### src/design/ppe_pkg.sv
// ----------------------------------------------------------------------------
// Partial permutation enumerator package
// Shared types for the used-mark scan unit and the register index codes.
// ----------------------------------------------------------------------------
package ppe_pkg;

	// Wide enough for any value index and for the set size itself.
	localparam int MARK_W = 9;

	// Configuration register indexes.
	localparam logic REG_N_TOTAL = 1'b0;
	localparam logic REG_M_PICK  = 1'b1;

	// Commands from the sequencer to the used-mark scan unit.
	typedef struct packed {
		logic              clear_all;
		logic              release_en;
		logic [MARK_W-1:0] release_idx;
		logic              claim_en;
		logic [MARK_W-1:0] claim_idx;
		logic              load;
		logic [MARK_W-1:0] load_val;
		logic              adv;
	} marks_cmd_t;

	// Status of the scan pointer as seen by the sequencer.
	typedef struct packed {
		logic              stop;
		logic              in_range;
		logic [MARK_W-1:0] value;
	} marks_stat_t;

endpackage

### src/design/ppe_marks.sv
// ----------------------------------------------------------------------------
// Used-mark store and scan unit
// One used bit per value; the scan pointer steps one value a cycle on advance.
// ----------------------------------------------------------------------------
module ppe_marks #(
	parameter int MAX_N = 64
) (
	input  logic                         clk,
	input  logic                         arst_n,
	input  logic [$clog2(MAX_N+1)-1:0]   n_eff,
	input  ppe_pkg::marks_cmd_t          cmd,
	output ppe_pkg::marks_stat_t         stat
);
	import ppe_pkg::*;

	localparam int NW = $clog2(MAX_N + 1);
	localparam int IW = $clog2(MAX_N);

	logic [MAX_N-1:0] used_q;
	logic [NW-1:0]    scan_q;
	logic             in_range;

	// The scan stops on a free value or at the end of the set.
	assign in_range      = scan_q < n_eff;
	assign stat.in_range = in_range;
	assign stat.stop     = !(in_range && used_q[scan_q[IW-1:0]]);
	assign stat.value    = MARK_W'(scan_q);

	always_ff @(posedge clk or negedge arst_n) begin
		if (!arst_n) begin
			used_q <= '0;
		end else if (cmd.clear_all) begin
			used_q <= '0;
		end else begin
			if (cmd.release_en) begin
				used_q[cmd.release_idx[IW-1:0]] <= 1'b0;
			end
			if (cmd.claim_en) begin
				used_q[cmd.claim_idx[IW-1:0]] <= 1'b1;
			end
		end
	end

	always_ff @(posedge clk or negedge arst_n) begin
		if (!arst_n) begin
			scan_q <= '0;
		end else if (cmd.load) begin
			scan_q <= NW'(cmd.load_val);
		end else if (cmd.adv) begin
			scan_q <= scan_q + NW'(1);
		end
	end

endmodule

### src/design/partial_permutation_enumerator_unit.sv
// ----------------------------------------------------------------------------
// Partial permutation enumerator
// Lists ordered selections of m distinct values from 0..n-1 in lexicographic
// order, one selection per request, one element per output transfer.
// ----------------------------------------------------------------------------
// Sequence: an accepted request, filling of the free slots, a snapshot, stepping
// back slot by slot with a backtracking scan, then m output transfers of the
// snapshot as the result side allows.
// Throughput: one request at a time through the single scan pointer, which looks
// at one value a cycle.
// Reset: asynchronous, active low; n_total is 4, m_pick 2, the enumeration empty.
module partial_permutation_enumerator_unit #(
	parameter int MAX_N = 64,
	parameter int MAX_M = 16
) (
	input  logic       clk,
	input  logic       arst_n,
	// configuration write port
	input  logic       cfg_we,
	input  logic       cfg_index,
	input  logic [6:0] cfg_data,
	// request channel
	input  logic       in_valid,
	output logic       in_stall,
	input  logic       restart,
	// result channel
	output logic       out_valid,
	input  logic       out_stall,
	output logic [5:0] element_value,
	output logic [3:0] position,
	output logic       last_of_selection,
	output logic       final_selection,
	output logic       exhausted
);
	import ppe_pkg::*;

	localparam int NW = $clog2(MAX_N + 1);
	localparam int IW = $clog2(MAX_N);
	localparam int MW = $clog2(MAX_M + 1);
	localparam int SW = (MAX_M > 1) ? $clog2(MAX_M) : 1;

	// Sequencer states.
	localparam logic [2:0] S_IDLE   = 3'd0;
	localparam logic [2:0] S_FILL   = 3'd1;
	localparam logic [2:0] S_SNAP   = 3'd2;
	localparam logic [2:0] S_POP    = 3'd3;
	localparam logic [2:0] S_BTSCAN = 3'd4;
	localparam logic [2:0] S_EMIT   = 3'd5;
	localparam logic [2:0] S_EXH    = 3'd6;

	logic [2:0]    state_q;
	logic [6:0]    n_total_q;
	logic [4:0]    m_pick_q;
	logic [MW-1:0] m_q;
	logic [MW-1:0] slot_q;
	logic [MW-1:0] fill_q;
	logic [MW-1:0] emit_q;
	logic          done_q;
	logic          started_q;

	logic [IW-1:0] chosen_q [MAX_M];
	logic [IW-1:0] snap_q   [MAX_M];

	logic          out_valid_q;
	logic [5:0]    element_value_q;
	logic [3:0]    position_q;
	logic          last_q;
	logic          final_q;
	logic          exhausted_q;

	logic [NW-1:0] n_eff;
	logic          m_bad;
	logic          in_xfer;
	logic          out_free;
	logic          fresh;
	logic [MW-1:0] fill_eff;
	logic          done_eff;
	logic [IW-1:0] slot_val;
	logic [IW-1:0] fill_val;
	logic          emit_last;

	marks_cmd_t    mcmd;
	marks_stat_t   mstat;

	// Set size saturates at the largest value the mark store can hold.
	assign n_eff = (32'(n_total_q) > 32'(MAX_N)) ? NW'(MAX_N) : NW'(n_total_q);

	// A selection is impossible when m is zero, too large for the slot store
	// or larger than the set.
	assign m_bad = (m_pick_q == 5'd0) || (32'(m_pick_q) > 32'(MAX_M))
		|| (32'(m_pick_q) > 32'(n_eff));

	// New requests are only taken between selections.
	assign in_stall = (state_q != S_IDLE);
	assign in_xfer  = in_valid && !in_stall;

	// The output register is free when empty or when its result transfers now.
	assign out_free = !out_valid_q || !out_stall;

	// The first request after a clear sees an empty enumeration.
	assign fresh    = !started_q;
	assign fill_eff = fresh ? '0 : fill_q;
	assign done_eff = started_q && done_q;

	assign slot_val  = chosen_q[slot_q[SW-1:0]];
	// Filling never runs off the end when m fits in n; the clamp mirrors the
	// end-of-set rule all the same.
	assign fill_val  = mstat.in_range ? IW'(mstat.value) : IW'(n_eff - NW'(1));
	assign emit_last = (emit_q + MW'(1)) == m_q;

	// Commands to the mark store and scan pointer.
	always_comb begin
		mcmd = '0;
		if (cfg_we) begin
			mcmd.clear_all = 1'b1;
		end
		unique case (state_q)
			S_IDLE: begin
				if (in_xfer) begin
					if (restart || fresh) begin
						mcmd.clear_all = 1'b1;
					end
					mcmd.load = 1'b1;
				end
			end
			S_FILL: begin
				if (!mstat.stop) begin
					mcmd.adv = 1'b1;
				end else begin
					mcmd.claim_en  = 1'b1;
					mcmd.claim_idx = MARK_W'(fill_val);
					mcmd.load      = 1'b1;
				end
			end
			S_POP: begin
				// Slots below m give their value back as the search retreats.
				if (slot_q < m_q) begin
					mcmd.release_en  = 1'b1;
					mcmd.release_idx = MARK_W'(slot_val);
				end
				if (slot_q != '0) begin
					mcmd.load     = 1'b1;
					mcmd.load_val = MARK_W'(chosen_q[SW'(slot_q - MW'(1))]) + MARK_W'(1);
				end
			end
			S_BTSCAN: begin
				if (!mstat.stop) begin
					mcmd.adv = 1'b1;
				end else if (mstat.in_range) begin
					mcmd.release_en  = 1'b1;
					mcmd.release_idx = MARK_W'(slot_val);
					mcmd.claim_en    = 1'b1;
					mcmd.claim_idx   = mstat.value;
				end
			end
			default: begin
			end
		endcase
	end

	ppe_marks #(
		.MAX_N (MAX_N)
	) u_marks (
		.clk    (clk),
		.arst_n (arst_n),
		.n_eff  (n_eff),
		.cmd    (mcmd),
		.stat   (mstat)
	);

	// Configuration registers; any write also clears the enumeration.
	always_ff @(posedge clk or negedge arst_n) begin
		if (!arst_n) begin
			n_total_q <= 7'd4;
			m_pick_q  <= 5'd2;
		end else if (cfg_we) begin
			unique case (cfg_index)
				REG_N_TOTAL: n_total_q <= cfg_data;
				REG_M_PICK:  m_pick_q  <= cfg_data[4:0];
				default: begin
				end
			endcase
		end
	end

	// Sequencer.
	always_ff @(posedge clk or negedge arst_n) begin
		if (!arst_n) begin
			state_q   <= S_IDLE;
			m_q       <= '0;
			slot_q    <= '0;
			fill_q    <= '0;
			emit_q    <= '0;
			done_q    <= 1'b0;
			started_q <= 1'b0;
		end else if (cfg_we) begin
			fill_q    <= '0;
			done_q    <= 1'b0;
			started_q <= 1'b0;
		end else begin
			unique case (state_q)
				S_IDLE: begin
					if (in_xfer) begin
						if (restart) begin
							fill_q    <= '0;
							done_q    <= 1'b0;
							started_q <= 1'b0;
						end else begin
							started_q <= 1'b1;
							fill_q    <= fill_eff;
							done_q    <= done_eff;
							if (done_eff || m_bad) begin
								state_q <= S_EXH;
							end else begin
								m_q    <= MW'(m_pick_q);
								slot_q <= fill_eff;
								if (fill_eff < MW'(m_pick_q)) begin
									state_q <= S_FILL;
								end else begin
									state_q <= S_SNAP;
								end
							end
						end
					end
				end
				S_FILL: begin
					if (mstat.stop) begin
						if ((slot_q + MW'(1)) == m_q) begin
							fill_q  <= m_q;
							state_q <= S_SNAP;
						end else begin
							slot_q <= slot_q + MW'(1);
						end
					end
				end
				S_SNAP: begin
					slot_q  <= m_q;
					state_q <= S_POP;
				end
				S_POP: begin
					if (slot_q == '0) begin
						// Nothing left to advance: this was the last selection.
						done_q  <= 1'b1;
						fill_q  <= '0;
						emit_q  <= '0;
						state_q <= S_EMIT;
					end else begin
						slot_q  <= slot_q - MW'(1);
						state_q <= S_BTSCAN;
					end
				end
				S_BTSCAN: begin
					if (mstat.stop) begin
						if (mstat.in_range) begin
							fill_q  <= slot_q + MW'(1);
							emit_q  <= '0;
							state_q <= S_EMIT;
						end else begin
							state_q <= S_POP;
						end
					end
				end
				S_EMIT: begin
					if (out_free) begin
						if (emit_last) begin
							state_q <= S_IDLE;
						end else begin
							emit_q <= emit_q + MW'(1);
						end
					end
				end
				S_EXH: begin
					if (out_free) begin
						state_q <= S_IDLE;
					end
				end
				default: begin
					state_q <= S_IDLE;
				end
			endcase
		end
	end

	// Slot store and the snapshot that is emitted while the next selection is
	// already prepared.
	always_ff @(posedge clk) begin
		if (state_q == S_FILL && mstat.stop) begin
			chosen_q[slot_q[SW-1:0]] <= fill_val;
		end
		if (state_q == S_BTSCAN && mstat.stop && mstat.in_range) begin
			chosen_q[slot_q[SW-1:0]] <= IW'(mstat.value);
		end
		if (state_q == S_SNAP) begin
			snap_q <= chosen_q;
		end
	end

	// Output register.
	always_ff @(posedge clk or negedge arst_n) begin
		if (!arst_n) begin
			out_valid_q <= 1'b0;
		end else if ((state_q == S_EMIT || state_q == S_EXH) && out_free) begin
			out_valid_q <= 1'b1;
		end else if (!out_stall) begin
			out_valid_q <= 1'b0;
		end
	end

	always_ff @(posedge clk) begin
		if (out_free) begin
			if (state_q == S_EMIT) begin
				element_value_q <= 6'(snap_q[emit_q[SW-1:0]]);
				position_q      <= 4'(emit_q);
				last_q          <= emit_last;
				final_q         <= done_q;
				exhausted_q     <= 1'b0;
			end else if (state_q == S_EXH) begin
				element_value_q <= '0;
				position_q      <= '0;
				last_q          <= 1'b0;
				final_q         <= 1'b0;
				exhausted_q     <= 1'b1;
			end
		end
	end

	assign out_valid         = out_valid_q;
	assign element_value     = element_value_q;
	assign position          = position_q;
	assign last_of_selection = last_q;
	assign final_selection   = final_q;
	assign exhausted         = exhausted_q;

	// An exhausted result carries no element.
	a_exh_zero: assert property (@(posedge clk) disable iff (!arst_n)
		(out_valid && exhausted) |-> (element_value == 6'd0 && position == 4'd0
			&& !last_of_selection && !final_selection))
		else $error("exhausted result carries element data");

	// The flagged element sits in the last slot of the selection.
	a_last_pos: assert property (@(posedge clk) disable iff (!arst_n)
		(out_valid && !exhausted && last_of_selection) |-> (position == 4'(m_q - MW'(1))))
		else $error("last element not in final slot");

	// A restart leaves the enumeration empty and the sequencer idle.
	a_restart: assert property (@(posedge clk) disable iff (!arst_n)
		(in_valid && !in_stall && restart && !cfg_we)
			|=> (state_q == S_IDLE && !started_q && fill_q == '0))
		else $error("restart did not clear the enumeration");

	// Between requests the fill depth never passes the slot count in use.
	a_fill_bound: assert property (@(posedge clk) disable iff (!arst_n)
		(state_q == S_IDLE && started_q) |-> (fill_q <= m_q))
		else $error("fill depth beyond slot count");

endmodule
### config.mk
export PLATFORM = sky130hd
export DESIGN_NAME = partial_permutation_enumerator_unit
export DESIGN_NICKNAME = d
export VERILOG_FILES = /design/src/design/ppe_pkg.sv /design/src/design/ppe_marks.sv /design/src/design/partial_permutation_enumerator_unit.sv
export SDC_FILE = /design/constraint.sdc
export NUM_CORES = 1
export LEC_CHECK = 0
export BUFFER_PORTS_ARGS = -buffer_cell sky130_fd_sc_hd__buf_4
export CAP_MARGIN = 20
export CORE_MARGIN = 4
export CORE_UTILIZATION = 40
export DETAILED_ROUTE_END_ITERATION = 10
export GPL_ROUTABILITY_DRIVEN = 1
export HOLD_SLACK_MARGIN = 0.12
export PLACE_DENSITY_LB_ADDON = 0.2
export SETUP_SLACK_MARGIN = 0.3
export SYNTH_ARGS = -nofsm -noshare
export SYNTH_HDL_FRONTEND = slang
export SYNTH_SLANG_ARGS = --single-unit
### constraint.sdc
create_clock -name clk -period 6 [get_ports clk]
set_input_delay 0.6 -clock clk [delete_from_list [all_inputs] [get_ports clk]]
set_output_delay 0.6 -clock clk [all_outputs]
set_load 0.05 [all_outputs]
==> summary.txt <==
Final layout
  – Post-route design area: 0.0186 mm2
  – Nets: 1,469
  – Non-Filler Instances: 1,987
  – Antenna diodes: 0
  – Share of cells above drive strength 1: 19.7%
  – P&R area growth vs syn: 11.2%

Critical path
  – Worst path required time: 6.42 ns
  – CP endpoint kind: register
  – Crit Path Category: reg -> reg
  – Crit path max-delay family: simple AND/OR/NAND/NOR gates
  – CP Cell Sequence: ha_1, nand2_1, o21ai_0, a221o_1, nor2_1, o21ai_1, buf_4, nor2_1, mux2_2
  – Slowest CP cell: dfrtp_1
  – Critical path buffers and inverters: 1
  – Critical path arrival: 4.96 ns
  – Crit start category: register
  – Most frequent CP cell: nor2_1
  – CP peak stage delay: 0.95 ns
  – CP Max Fanout: 26

Detailed routing
  – Vias per inst: 6.25
  – Vias: 12,400
  – Starting DRT DRC Count: 1,353
  – DR WL/cell: 25.4 um
  – Final wirelength: 50,500 um
  – DRC viols: 0
  – ANT nets after route: 0
  – Total iterations of the first detailed-routing run: 5

Timing
  – F_max: 0.220 GHz
  – Slew margin rel.: 22.1%
  – Setup TNS: 0 ns
  – Unrepaired setup endpoints after global routing: false
  – Fin. Hold Viols: 0
  – Setup Viol. Count Final: 0
  – Slew Viols, Final: 0
  – Fin crit share: 75.7%
  – Worst-margin pin slew: 1.17 ns
  – Final WS setup: 1.46 ns
  – Hold Slack: 0.142 ns
  – Clk_skew: 0.0179 ns
  – Min Clock Period, post-route: 4.54 ns

Power and ir drop
  – PD cells: 564 mW/mm2
  – Net Sw Power: 4410 uW
  – Clock power frac: 21.2%
  – Pleak: 0.00733 uW
  – Comb power frac: 44.2%
  – Switching Fraction: 41.9%
  – Worst vdd ir: 0.209 mV
  – Internal power: 6110 uW
  – Sequential share of power: 34.6%

Synthesis
  – Simple-gate portion of the synthesized area: 11.6%
  – Synth Area in XOR/XNOR: 1.63%
  – Yosys warns: 0
  – Synthesized area: 0.0168 mm2
  – #FFs+latches synth: 314
  – Synth top area share: 19.5%
  – Compound-Gate Fraction of Synth Area: 13.1%
  – Largest family of logic cells by synthesized area: multiplexers
  – Syn_nets: 1,477
  – Synth Area in Adders: 2.09%
  – Post-synthesis cell count: 1,435
  – Register area share after synthesis: 47.2%
  – Post-synthesis mux area share: 20.7%
  – Largest area contributor in the netlist: edfxtp_1
  – Synth cell types: 81
  – Ys flop type: edfxtp_1
  – Largest cells by area after synthesis: edfxtp_1 (20%), dfrtp_1 (16%), mux4_2 (12%)
  – Ys async rst share: 34.7%
  – Syn_area_per_cell: 11.7 um2
  – Post-synth EDFFs: 109

Global routing
  – Global-route wire length before repair: 76,800 um
  – GRT Residual Overflow: 0
  – Vias in the first global route: 12,000
  – Initial antenna violation count: 0
  – All-Layer GR Usage: 22.2%
  – Largest net degree at the start of global routing: 57

Clock network
  – Setup bufs post-CTS: 0
  – CTS root buffer: clkbuf_16
  – H-tree levels: 2
  – # clock sinks: 314
  – CTS max path bufs: 3
  – Num CTS Buffers: 36
  – Post_cts resized: 0
  – CTS tree: built
  – Clock Latency Late Sink: 0.54 ns
  – Hold buffer count at cts: 0
  – Worst-path clk slew: 0.06 ns

Place
  – Final HPWL DP: 36,000 um
  – Placement Setup Slack: 1.09 ns
  – Port Buffers: 28
  – Routability cong.: 0.906
  – Dpl cell area: 0.0175 mm2
  – Placed insts: 1,920

Die
  – Die area: 0.0453 mm2
  – Die Span X: 213 um
  – Initial core utilization: 40.8%
  – Site Rows: 74
  – Core Area: 0.0411 mm2
  – Die height: 213 um
  – Top Ports: 29

Hold path
  – Worst Hold Class: in -> async

Flow run
  – Max cap viols: 0

Outcome
  – Outcome: complete, no violations
-- cells in the final DEF (no fill, tap or decap), types with 8 or more instances in the layout --
cell type	n
edfxtp_1	109
xnor2_1	18
clkbuf_1	11
dfrtp_1	104
o211ai_1	15
nand3_1	52
mux2_2	54
a22oi_1	8
mux4_2	89
and3_1	12
clkbuf_16	38
xor2_1	8
ha_1	28
nand2b_1	14
nand2_1	85
nor3_1	18
o22ai_1	14
o21ai_0	43
a32o_1	44
nor2_1	95
mux2i_1	84
a2bb2oi_1	11
o21a_1	8
nor2b_1	19
and2_1	22
a21oi_1	62
dfxtp_1	96
buf_4	59
o22a_1	20
inv_1	41
nand4_1	29
-- final cells by class --
type,count,area (um2)
clock inverters,11,115
flip-flops and latches,314,7930
fillers,3816,22500
clock buffers,55,1070
multi-input cells,972,8250
well taps,532,666
repair buffers,59,443
inverters,44,165
-- metal layers --
metal	vias up	track usage [%]	part of all wire, %
met3	100	4.22	7.5
li1	5520	-	-
met2	526	34.2	45
met5	-	0	0
met1	6272	31.9	44
met4	0	6.93	3.0
-- flip-flops by register name, summed over array words and instances (netlist names), 3 cells and up --
| register | flops |
|---|---|
| u_marks.scan_q | 7 |
| m_q | 5 |
| state_q | 3 |
| n_total_q | 7 |
| snap_q | 96 |
| m_pick_q | 5 |
| emit_q | 5 |
| slot_q | 5 |
| element_value | 6 |
| position | 4 |
| fill_q | 5 |
| u_marks.used_q | 64 |
| chosen_q | 96 |
-- cells by family after synthesis --
kind of cell,after synthesis
muxes,228
buffers and inverters,149
AOI/OAI and AO/OA,302
xor gates and xnor gates,28
and+or+nand+nor,386
DFF,314
adders and majority gates,28
-- path summary, 6_finish.rpt --
kind | startpoint | end | slack (ns) | cells past startpoint
setup / recovery | u_marks.scan_q[1] | chosen_q[66] | 1.46 | 9
hold / removal | arst_n | u_marks.used_q[57] | 0.14 | 1
setup reg to reg | u_marks.scan_q[1] | chosen_q[66] | 1.46 | 9
hold reg to reg | chosen_q[38] | snap_q[38] | 0.49 | 0
max in group asynchronous | arst_n | slot_q[0] | 4.50 | 2
min in group clk | cfg_data[6] | n_total_q[6] | 0.29 | 3
-- metrics by stage --
stage	total power, uW	utilization [%]
floorplan	6690	-
global placement	8240	42.5
detailed placement	8260	42.5
CTS	10500	45.3
global route	11000	45.4
finish	10500	45.4
-- synthesized netlist by cell type (19+ instances only) --
master    count
mux4_2       89
and2_1       22
clkbuf_1     75
a21oi_1      62
nor2b_1      19
mux2i_1      84
nand3_1      52
a32o_1       44
inv_1        41
mux2_2       54
nor2_1       97
dfrtp_1     107
o21ai_0      44
dfxtp_1      96
nand2_1      85
edfxtp_1    109
o22a_1       20
ha_1         28
nand4_1      29
-- worst reg2reg max path, stage by stage, from the launching register on --
cell and delay, ns:
dfrtp_1 0.95, ha_1 0.38, nand2_1 0.06, o21ai_0 0.11, a221o_1 0.59, nor2_1 0.88
o21ai_1 0.38, buf_4 0.30, nor2_1 0.39, mux2_2 0.39
-- power groups by stage --
stage | registers (uW) | clock network (uW) | logic (uW)
after floorplan | 3380 | 0 | 3310
after detailed placement | 3670 | 0 | 4590
final | 3640 | 2230 | 4650
after global placement | 3650 | 0 | 4590
after global routing | 3710 | 2360 | 4950
after CTS | 3630 | 2270 | 4610
Power figures use the tool's default switching activity.
